### config.mk
export PLATFORM = sky130hd
export DESIGN_NAME = ctw_ctrl
export DESIGN_NICKNAME = d
export VERILOG_FILES = /design/src/hdl/ctw_pkg.sv /design/src/hdl/ctw_ctrl.sv
export SDC_FILE = /design/constraint.sdc
export NUM_CORES = 1
export LEC_CHECK = 0
export BUFFER_PORTS_ARGS = -buffer_cell sky130_fd_sc_hd__clkbuf_2
export CORE_MARGIN = 5
export CORE_UTILIZATION = 40
export DETAILED_ROUTE_END_ITERATION = 6
export PLACE_DENSITY = 0.64
export SLEW_MARGIN = 20
export SYNTH_ARGS = -nofsm -noshare
export SYNTH_HDL_FRONTEND = slang
export SYNTH_SLANG_ARGS = --single-unit
### constraint.sdc
create_clock -name clk -period 3.92 [get_ports clk]
set_clock_uncertainty 0.05 [all_clocks]
set_input_delay 0.196 -clock clk [delete_from_list [all_inputs] [get_ports clk]]
set_output_delay 0.196 -clock clk [all_outputs]
set_load 0.05 [all_outputs]
### src/hdl/ctw_pkg.sv
// ctw_pkg: shared constants, types and helpers for the text console writer
// geometry, character codes, memory request and result structs
// no dependencies
`timescale 1ns / 1ps
`default_nettype none

package ctw_pkg;

  // screen geometry
  localparam int COLUMNS = 80;
  localparam int ROWS    = 25;
  localparam int CELLS   = COLUMNS * ROWS;

  // widths
  localparam int ADDR_W = $clog2(CELLS);
  localparam int COL_W  = $clog2(COLUMNS + 1);
  localparam int ROW_W  = $clog2(ROWS + 1);
  localparam int IDX_W  = 11;
  localparam int CHAR_W = 8;
  localparam int ATTR_W = 8;
  localparam int WORD_W = CHAR_W + ATTR_W;

  // tab stops
  localparam int TAB_STEP = 8;

  // character codes
  localparam logic [CHAR_W-1:0] CH_NEWLINE = 8'd10;
  localparam logic [CHAR_W-1:0] CH_RETURN  = 8'd13;
  localparam logic [CHAR_W-1:0] CH_TAB     = 8'd9;
  localparam logic [CHAR_W-1:0] CH_SPACE   = 8'h20;

  // attribute after reset
  localparam logic [ATTR_W-1:0] RESET_COLOR = 8'h0F;

  // item modes
  localparam logic MODE_PUT  = 1'b0;
  localparam logic MODE_READ = 1'b1;

  // request to the cell memory
  typedef struct packed {
    logic              we;
    logic              re;
    logic [ADDR_W-1:0] addr;
    logic [WORD_W-1:0] wdata;
  } mem_req_t;

  // finished result handed to the output stage
  typedef struct packed {
    logic              valid;
    logic [WORD_W-1:0] word;
    logic [COL_W-1:0]  col;
    logic [ROW_W-1:0]  row;
    logic              scrolled;
  } result_t;

  // cell word: attribute in the high byte, character in the low byte
  function automatic logic [WORD_W-1:0] make_cell(input logic [CHAR_W-1:0] ch,
                                                  input logic [ATTR_W-1:0] attr);
    make_cell = {attr, ch};
  endfunction

endpackage

`default_nettype wire

### src/hdl/ctw_ctrl.sv
// ctw_ctrl: cursor, row-base ring and memory sequencer of the text console
// drives the cell ram through a request struct, hands results to the output stage
// depends on ctw_pkg
`timescale 1ns / 1ps
`default_nettype none

module ctw_ctrl import ctw_pkg::*; (
  input  wire logic              clk,
  input  wire logic              rst,
  // input channel
  input  wire logic              in_valid,
  output      logic              in_stall,
  input  wire logic              mode,
  input  wire logic [CHAR_W-1:0] char_code,
  input  wire logic [IDX_W-1:0]  cell_index,
  // colour register
  input  wire logic              cfg_we,
  input  wire logic [ATTR_W-1:0] cfg_data,
  // cell memory
  output      mem_req_t          mem_req,
  input  wire logic [WORD_W-1:0] mem_rdata,
  // result hand-off
  output      result_t           res,
  input  wire logic              res_take
);

  typedef enum logic [2:0] {
    ST_CLEAR,
    ST_IDLE,
    ST_READ,
    ST_FILL,
    ST_WRITE
  } state_t;

  state_t            state;
  logic [ATTR_W-1:0] text_color;
  logic [COL_W-1:0]  col;
  logic [ROW_W-1:0]  row;
  logic [ADDR_W-1:0] base;
  logic [ADDR_W-1:0] fill_base;
  logic [COL_W-1:0]  fill_cnt;
  logic [ADDR_W-1:0] clr_cnt;
  logic [CHAR_W-1:0] ch_q;
  logic [ATTR_W-1:0] attr_q;
  logic              wr_en_q;
  logic [COL_W-1:0]  wr_col_q;
  logic [ROW_W-1:0]  wr_row_q;
  logic              rd_hit_q;
  logic              scrolled_q;

  logic              accept;
  logic [ROW_W-1:0]  step_row;
  logic [COL_W:0]    tab_col;
  logic [COL_W-1:0]  put_col;
  logic [ROW_W-1:0]  put_row;
  logic              put_wr;
  logic              put_scroll;
  logic [COL_W-1:0]  wr_col;
  logic [ROW_W-1:0]  wr_row;
  logic [ADDR_W-1:0] base_next;
  logic              rd_hit;
  logic [ADDR_W:0]   rd_sum;
  logic [ADDR_W-1:0] rd_addr;
  logic [ADDR_W:0]   wr_sum;
  logic [ADDR_W-1:0] wr_addr;

  // handshake
  assign in_stall = (state != ST_IDLE);
  assign accept   = in_valid && !in_stall;

  // row step that saturates one past the bottom
  assign step_row = (row < ROW_W'(ROWS)) ? row + 1'b1 : row;

  // cursor update for a put
  always_comb begin
    tab_col    = ((COL_W + 1)'(col) + (COL_W + 1)'(TAB_STEP)) & ~((COL_W + 1)'(TAB_STEP - 1));
    put_col    = col;
    put_row    = row;
    put_wr     = 1'b0;
    put_scroll = 1'b0;
    wr_col     = col;
    wr_row     = row;
    priority if (char_code == CH_NEWLINE) begin
      put_col = '0;
      put_row = step_row;
    end else if (char_code == CH_RETURN) begin
      put_col = '0;
    end else if (char_code == CH_TAB) begin
      if (tab_col >= (COL_W + 1)'(COLUMNS)) begin
        put_col = '0;
        put_row = step_row;
      end else begin
        put_col = tab_col[COL_W-1:0];
      end
    end else begin
      // lazy wrap, then lazy scroll
      if (col >= COL_W'(COLUMNS)) begin
        wr_col = '0;
        wr_row = step_row;
      end
      if (wr_row >= ROW_W'(ROWS)) begin
        put_scroll = 1'b1;
        wr_row     = ROW_W'(ROWS - 1);
      end
      put_col = wr_col + 1'b1;
      put_row = wr_row;
      put_wr  = 1'b1;
    end
  end

  // ring of row bases: a scroll moves the top of the screen one row on
  assign base_next = (base == ADDR_W'(CELLS - COLUMNS)) ? '0 : base + ADDR_W'(COLUMNS);

  // read address through the ring
  assign rd_hit  = (cell_index < IDX_W'(CELLS));
  assign rd_sum  = (ADDR_W + 1)'(cell_index) + (ADDR_W + 1)'(base);
  assign rd_addr = (rd_sum >= (ADDR_W + 1)'(CELLS)) ?
                   ADDR_W'(rd_sum - (ADDR_W + 1)'(CELLS)) : ADDR_W'(rd_sum);

  // write address through the ring
  assign wr_sum  = (ADDR_W + 1)'(wr_row_q) * (ADDR_W + 1)'(COLUMNS)
                 + (ADDR_W + 1)'(wr_col_q) + (ADDR_W + 1)'(base);
  assign wr_addr = (wr_sum >= (ADDR_W + 1)'(CELLS)) ?
                   ADDR_W'(wr_sum - (ADDR_W + 1)'(CELLS)) : ADDR_W'(wr_sum);

  // memory requests
  always_comb begin
    mem_req = '0;
    unique case (state)
      ST_CLEAR: begin
        mem_req.we    = 1'b1;
        mem_req.addr  = clr_cnt;
        mem_req.wdata = make_cell(CH_SPACE, RESET_COLOR);
      end
      ST_IDLE: begin
        mem_req.re   = accept && (mode == MODE_READ) && rd_hit;
        mem_req.addr = rd_addr;
      end
      ST_FILL: begin
        mem_req.we    = 1'b1;
        mem_req.addr  = fill_base + ADDR_W'(fill_cnt);
        mem_req.wdata = make_cell(CH_SPACE, attr_q);
      end
      ST_WRITE: begin
        mem_req.we    = wr_en_q;
        mem_req.addr  = wr_addr;
        mem_req.wdata = make_cell(ch_q, attr_q);
      end
      ST_READ: begin
        mem_req = '0;
      end
      default: begin
        mem_req = '0;
      end
    endcase
  end

  // result towards the output stage
  always_comb begin
    res          = '0;
    res.valid    = (state == ST_READ) || (state == ST_WRITE);
    res.word     = ((state == ST_READ) && rd_hit_q) ? mem_rdata : '0;
    res.col      = col;
    res.row      = row;
    res.scrolled = scrolled_q;
  end

  // sequencer, cursor and colour register
  always_ff @(posedge clk) begin
    if (rst) begin
      state      <= ST_CLEAR;
      text_color <= RESET_COLOR;
      col        <= '0;
      row        <= '0;
      base       <= '0;
      clr_cnt    <= '0;
      fill_cnt   <= '0;
      wr_en_q    <= 1'b0;
      rd_hit_q   <= 1'b0;
      scrolled_q <= 1'b0;
    end else begin
      if (cfg_we) begin
        text_color <= cfg_data;
      end
      unique case (state)
        ST_CLEAR: begin
          clr_cnt <= clr_cnt + 1'b1;
          if (clr_cnt == ADDR_W'(CELLS - 1)) begin
            state <= ST_IDLE;
          end
        end
        ST_IDLE: begin
          if (accept) begin
            if (mode == MODE_READ) begin
              rd_hit_q   <= rd_hit;
              scrolled_q <= 1'b0;
              state      <= ST_READ;
            end else begin
              col        <= put_col;
              row        <= put_row;
              ch_q       <= char_code;
              attr_q     <= text_color;
              wr_en_q    <= put_wr;
              wr_col_q   <= wr_col;
              wr_row_q   <= wr_row;
              scrolled_q <= put_scroll;
              if (put_scroll) begin
                fill_base <= base;
                base      <= base_next;
                fill_cnt  <= '0;
                state     <= ST_FILL;
              end else begin
                state <= ST_WRITE;
              end
            end
          end
        end
        ST_FILL: begin
          fill_cnt <= fill_cnt + 1'b1;
          if (fill_cnt == COL_W'(COLUMNS - 1)) begin
            state <= ST_WRITE;
          end
        end
        ST_READ, ST_WRITE: begin
          if (res_take) begin
            state <= ST_IDLE;
          end
        end
        default: begin
          state <= ST_IDLE;
        end
      endcase
    end
  end

  // writes stay inside the cell store
  ap_write_in_range: assert property (@(posedge clk) disable iff (rst)
    mem_req.we |-> (mem_req.addr < ADDR_W'(CELLS)))
    else $error("cell write outside the store");

  // cursor never passes one beyond the screen
  ap_cursor_bound: assert property (@(posedge clk) disable iff (rst)
    (col <= COL_W'(COLUMNS)) && (row <= ROW_W'(ROWS)))
    else $error("cursor out of bounds");

  // a scrolling put goes through the fill of the new bottom row
  ap_scroll_fill: assert property (@(posedge clk) disable iff (rst)
    (accept && (mode == MODE_PUT) && put_scroll) |=> (state == ST_FILL))
    else $error("scroll without row fill");

  // a result not yet taken holds its value
  ap_result_hold: assert property (@(posedge clk) disable iff (rst)
    (res.valid && !res_take) |=> (res.valid && $stable(res.word) && $stable(res.col)
                                  && $stable(res.row) && $stable(res.scrolled)))
    else $error("pending result changed");

  // no reads while the scroll fill runs
  ap_no_read_in_fill: assert property (@(posedge clk) disable iff (rst)
    (state == ST_FILL) |-> !mem_req.re)
    else $error("read issued during row fill");

endmodule

`default_nettype wire

# Word-level counts from Yosys, hierarchy flattened
# Cells that the tools add are included.
dict set report op_classes {
  bitwise 2
  n_lt_le_gt_ge 7
  multipliers 1
  div 0
  muxes 51
  shifts 0
  addsub 12
  eq_ne 19
  reduce_logical 19
}
# op count
set ops {}
lappend ops {{$mux W7} 14}
lappend ops {{$mux W5} 13}
lappend ops {{$pmux W16 S3} 1}
lappend ops {{$pmux W11 S4} 1}
lappend ops {{$mux W11} 3}
lappend ops {{$eq A8 B4 Y1 const B} 3}
lappend ops {{$ge A12 B11 Y1 const B} 2}
lappend ops {{$eq A11 B11 Y1 const B} 2}
lappend ops {{$sub A11 B11 Y11 const B} 2}
lappend ops {{$mux W3} 6}
lappend ops {{$mux W16} 1}
lappend ops {{$reduce_and A4 Y1} 4}
lappend ops {{$add A7 B1 Y7 const B} 2}
lappend ops {{$ne A2 B2 Y1 const B} 7}
lappend ops {{$pmux W7 S2} 1}
lappend ops {{$add A11 B11 Y12} 1}
lappend ops {{$add A12 B11 Y12} 1}
lappend ops {{$add A12 B7 Y12} 1}
lappend ops {{$pmux W3 S4} 1}
lappend ops {{$add A11 B1 Y11 const B} 1}
lappend ops {{$add A11 B7 Y11} 1}
lappend ops {{$add A11 B7 Y11 const B} 1}
lappend ops {{$lt A11 B11 Y1 const B} 1}
lappend ops {{$reduce_and A5 Y1} 2}
lappend ops {{other kinds (24)} 39}
dict set report totals {
  ram_bits 0
  ff_bits 94
  out_inout_bits 60
  mem_count 0
  latch_bits 0
  rom_bits 0
}

# Depth between registers and ports, before layout
dict set report depth {
  word_depth 15
  ltp_mapped 15
  depth_no_buf 15
}

# Worst setup path after synthesis
# Ideal clock, no wire load.
dict set report synth_timing {
  kind {flip-flop to output port}
  startpoint {reg wr_row_q[1]}
  endpoint {out mem_req[20] in the netlist's numbering}
  required_time_ns 3.674
  path_stages_with_launch 15
  t_arrival_ns 3.941
  slack_ns -0.267
  path_buffers 1
  cell_sequence {edfxtp_1 > ha_1 > ha_1 > fa_1 > ha_1 > ha_1 > buf_2 > a21oi_2 > o2111ai_1 > xnor2_1 > a211oi_2 > a31oi_2 > xnor2_1 > a222oi_1 > o21ai_0}
}
# item line
set synth_rtl {}
lappend synth_rtl {{start, declared} ctw_ctrl.sv:47} ;# logic [ROW_W-1:0] wr_row_q;
lappend synth_rtl {{start signal, assigned} ctw_ctrl.sv:205} ;# wr_row_q <= wr_row;
lappend synth_rtl {{end, declared} ctw_ctrl.sv:20} ;# output mem_req_t mem_req,

==> summary.txt <==
Floorplanning
  • Die W: 132 um
  • Core ar.: 14,600 sq um
  • Area of the die: 17,400 sq um
  • IO Count: roughly 110
  • Initial core utilization: 0.408
  • FP Rows: 44
  • Die height: 132 um

Power
  • Max VDD drop: 0.000211 V
  • Leakage: about 3.1 nW
  • Total Power: about 2.0 mW
  • Power Dens Cells: between 200 and 300 nW/um^2

Global route
  • Antenna violations before repair: 0
  • Largest net degree at the start of global routing: 38
  • Total GRT Usage: 0.178
  • Vias in the first global route: roughly 5,200
  • Total gr overflow: 0
  • Global-route wire length before repair: about 26,000 um

Yosys
  • Sequential-to-total area share from yosys stat: 0.348
  • Synth area leader: edfxtp_1
  • Ys async rst share: 0
  • Synth unique cells: 83
  • Number of flops mapped to enable cells by yosys: 35
  • Post-synthesis mux area share: 0.0271
  • Cells after synthesis: 680
  • Top post-synthesis cells by area: edfxtp_1 18%, dfxtp_1 17%, ha_1 8.2%
  • Largest family of logic cells by synthesized area: simple AND/OR/NAND/NOR gates
  • Main synth FF type: dfxtp_1
  • Syn Std Cell Area: ~6000 sq um
  • Area share of the largest cell type after synthesis: 0.177
  • Post-synthesis simple-gate area fraction: 0.248
  • Avg Inst Size Synth: between 8 and 9 sq um
  • Most common cell in the synthesized netlist: nor2_1
  • Ys Warns: 0
  • Post-synthesis adder-cell area fraction: 0.0988
  • FF+latch count, synth: 86
  • Post-synthesis compound-gate area fraction: 0.166
  • Post-Synth XOR/XNOR Area: 0.0795
  • Top cells by count, synth: 79 x nor2_1, 72 x nand2_1, 51 x dfxtp_1

Clock network
  • # clock sinks: 86
  • CTS Root Buffer Type: clkbuf_16
  • Longest Clk Path Bufs: 2
  • CTS buffer count: 9
  • H-Tree Depth: 3
  • Clock latency on the worst-skew pair: between 300 and 400 ps
  • Clock transition at path regs: 70 ps
  • CTS tree: built

Placed design
  • Hpwl dp: 12,200 um
  • Port bufs: roughly 110
  • Routability cong.: 0.896
  • Post-Place Cell Area: 6890 sq um
  • Setup WS pre-CTS: -211 ps

Timing
  • # setup viols final: 7
  • Fin Setup TNS: -1750 ps
  • Unrepaired setup endpoints after global routing: yes
  • Final hold vios: 0
  • Max-slew violations: 0
  • Slew margin rel.: 0.433
  • Tcrit/Tclk final: 1.09
  • Worst-margin pin slew: ~850 ps
  • Tmin final: about 4300 ps
  • Fmax: 234 MHz
  • Final setup margin: -360 ps

Route
  • DRC: 0
  • Initial DRC count: approximately 240
  • Initial DRT Pass Iterations: 5
  • Routed wire length: 15,600 um
  • WL/cell: 15.6 um
  • Vias per inst: around 5.3
  • Antenna viol nets, final: 0
  • Vias: 5,312

Final layout
  • Synth-to-layout area growth: 26.7%
  • # fillers: about 1,400
  • N_diodes: 0
  • Share of post-route cells with drive strength above 1: 0.253
  • Nets: between 900 and 1,000
  • Post-Layout Inst Area: around 7500 sq um

Setup path
  • Setup Crit Path Kind: reg -> out
  • R2R Path Start: row[0]
  • Critical Path End Type: output pin
  • Max FO, Critical Path: 5
  • Startpoint Class: flop
  • Worst-path cell chain: ha_4, ha_4, fa_2, ha_4, ha_4, a21oi_4, and4b_1, mux2i_2, a211oi_2, buf_4, buf_6, nand2_4, a211oi_4, mux2i_1, a211o_1, buf_12
  • Worst EP required: 3670 ps
  • CP startpoint: wr_row_q[1]
  • Slowest CP cell: fa_2
  • CP arrival: between 4000 and 5000 ps
  • Slowest stage delay, CP: 590 ps
  • Most frequent cell on the critical path: ha_4

Hold path
  • Worst hold path class: in -> reg
  • Hold_sp: char_code[6]

Flow run
  • Max-cap violations: 0

Status
  • Failing checks: negative setup slack
  • Run status: complete, but fails checks
## sequential cells by signal, summed over array words and instances, names as in the netlist, 3 cells and up
name / cells
attr_q: 8
base: 7
ch_q: 8
clr_cnt: 11
col: 7
fill_base: 7
fill_cnt: 7
row: 5
state: 3
text_color: 8
wr_col_q: 7
wr_row_q: 5
## report_power, final
| group | switching (mW) | internal (mW) |
|---|---|---|
| logic | 0.0731 | 0.0516 |
| clock network | 0.353 | 0.625 |
| registers | 0.00794 | 0.935 |
## per-stage QoR
stage                     utilization  hold WS (ps)  instances
after CTS                       0.512          3.71        993
after detailed placement        0.472           353        974
after global placement          0.472           357        974
after global routing            0.517         0.242        997
final                           0.517          11.8        997
after floorplan                     -           245        681
## final cells by class
type / count / area [sq um] / area share
Multi-Input combinational cell: 548 / 3930 / 0.521
Timing Repair Buffer: 140 / 876 / 0.116
Tap cell: 184 / 230 / 0.0305
Sequential cell: 86 / 2070 / 0.275
Clock inverter: 7 / 120 / 0.0159
Inverter: 23 / 86.3 / 0.0114
Clock buffer: 9 / 225 / 0.0299
## logic make-up after synthesis
family,Yosys count
adder cells (fa/ha/maj),44
XOR/XNOR,54
AND/OR/NAND/NOR,292
buffers and inverters,47
multiplexers,16
AO/OA/AOI/OAI,139
flip-flops,86
other,2
## cell usage in the layout (no fill, tap or decap), types with 7 or more instances in the layout
master	count
or3_1	9
edfxtp_1	35
inv_1	22
nor2_1	78
mux2i_1	14
a22oi_1	12
nand4_1	12
nand2_1	72
nor3_1	15
xnor2_1	27
xor2_1	26
clkbuf_16	10
ha_1	31
nand3_1	16
ha_4	7
clkbuf_2	101
and3_1	10
a21oi_1	28
and2_1	30
o21ai_0	28
dfxtp_1	51
buf_4	29
## final timing paths
| kind | end | slack [ps] | cells past startpoint |
|---|---|---|---|
| worst min register to register | attr_q[1] | 380 | 0 |
| worst min-delay path | ch_q[6] | 10 | 1 |
| worst max-delay path | mem_req[25] | -360 | 16 |
| worst max register to register | fill_base[5] | 1050 | 7 |
## worst max-delay path: cells and delay by family, from the launching register on
family	cells	cell delay, ps
AOI/OAI and AO/OA	4	910
DFF	1	430
muxes	2	190
and+or+nand+nor	2	280
adders and majority gates	5	1470
buffers and inverters	3	420
## timing repair
action	in CTS	in global routing
hold buffers	1	1
hold endpoints to repair	1	1
setup buffers	2	3
resized for setup	34	11
pin swaps	23	8
setup endpoints to repair	7	7
## metal layers
layer  vias up  share of wire  GRT usage
li1       2694              -          -
met1      2476           0.47      0.245
met2       122           0.47      0.285
met3        20          0.045     0.0378
met4         0          0.015     0.0457
met5         -              0          0
(Power assumes the default switching activity.)
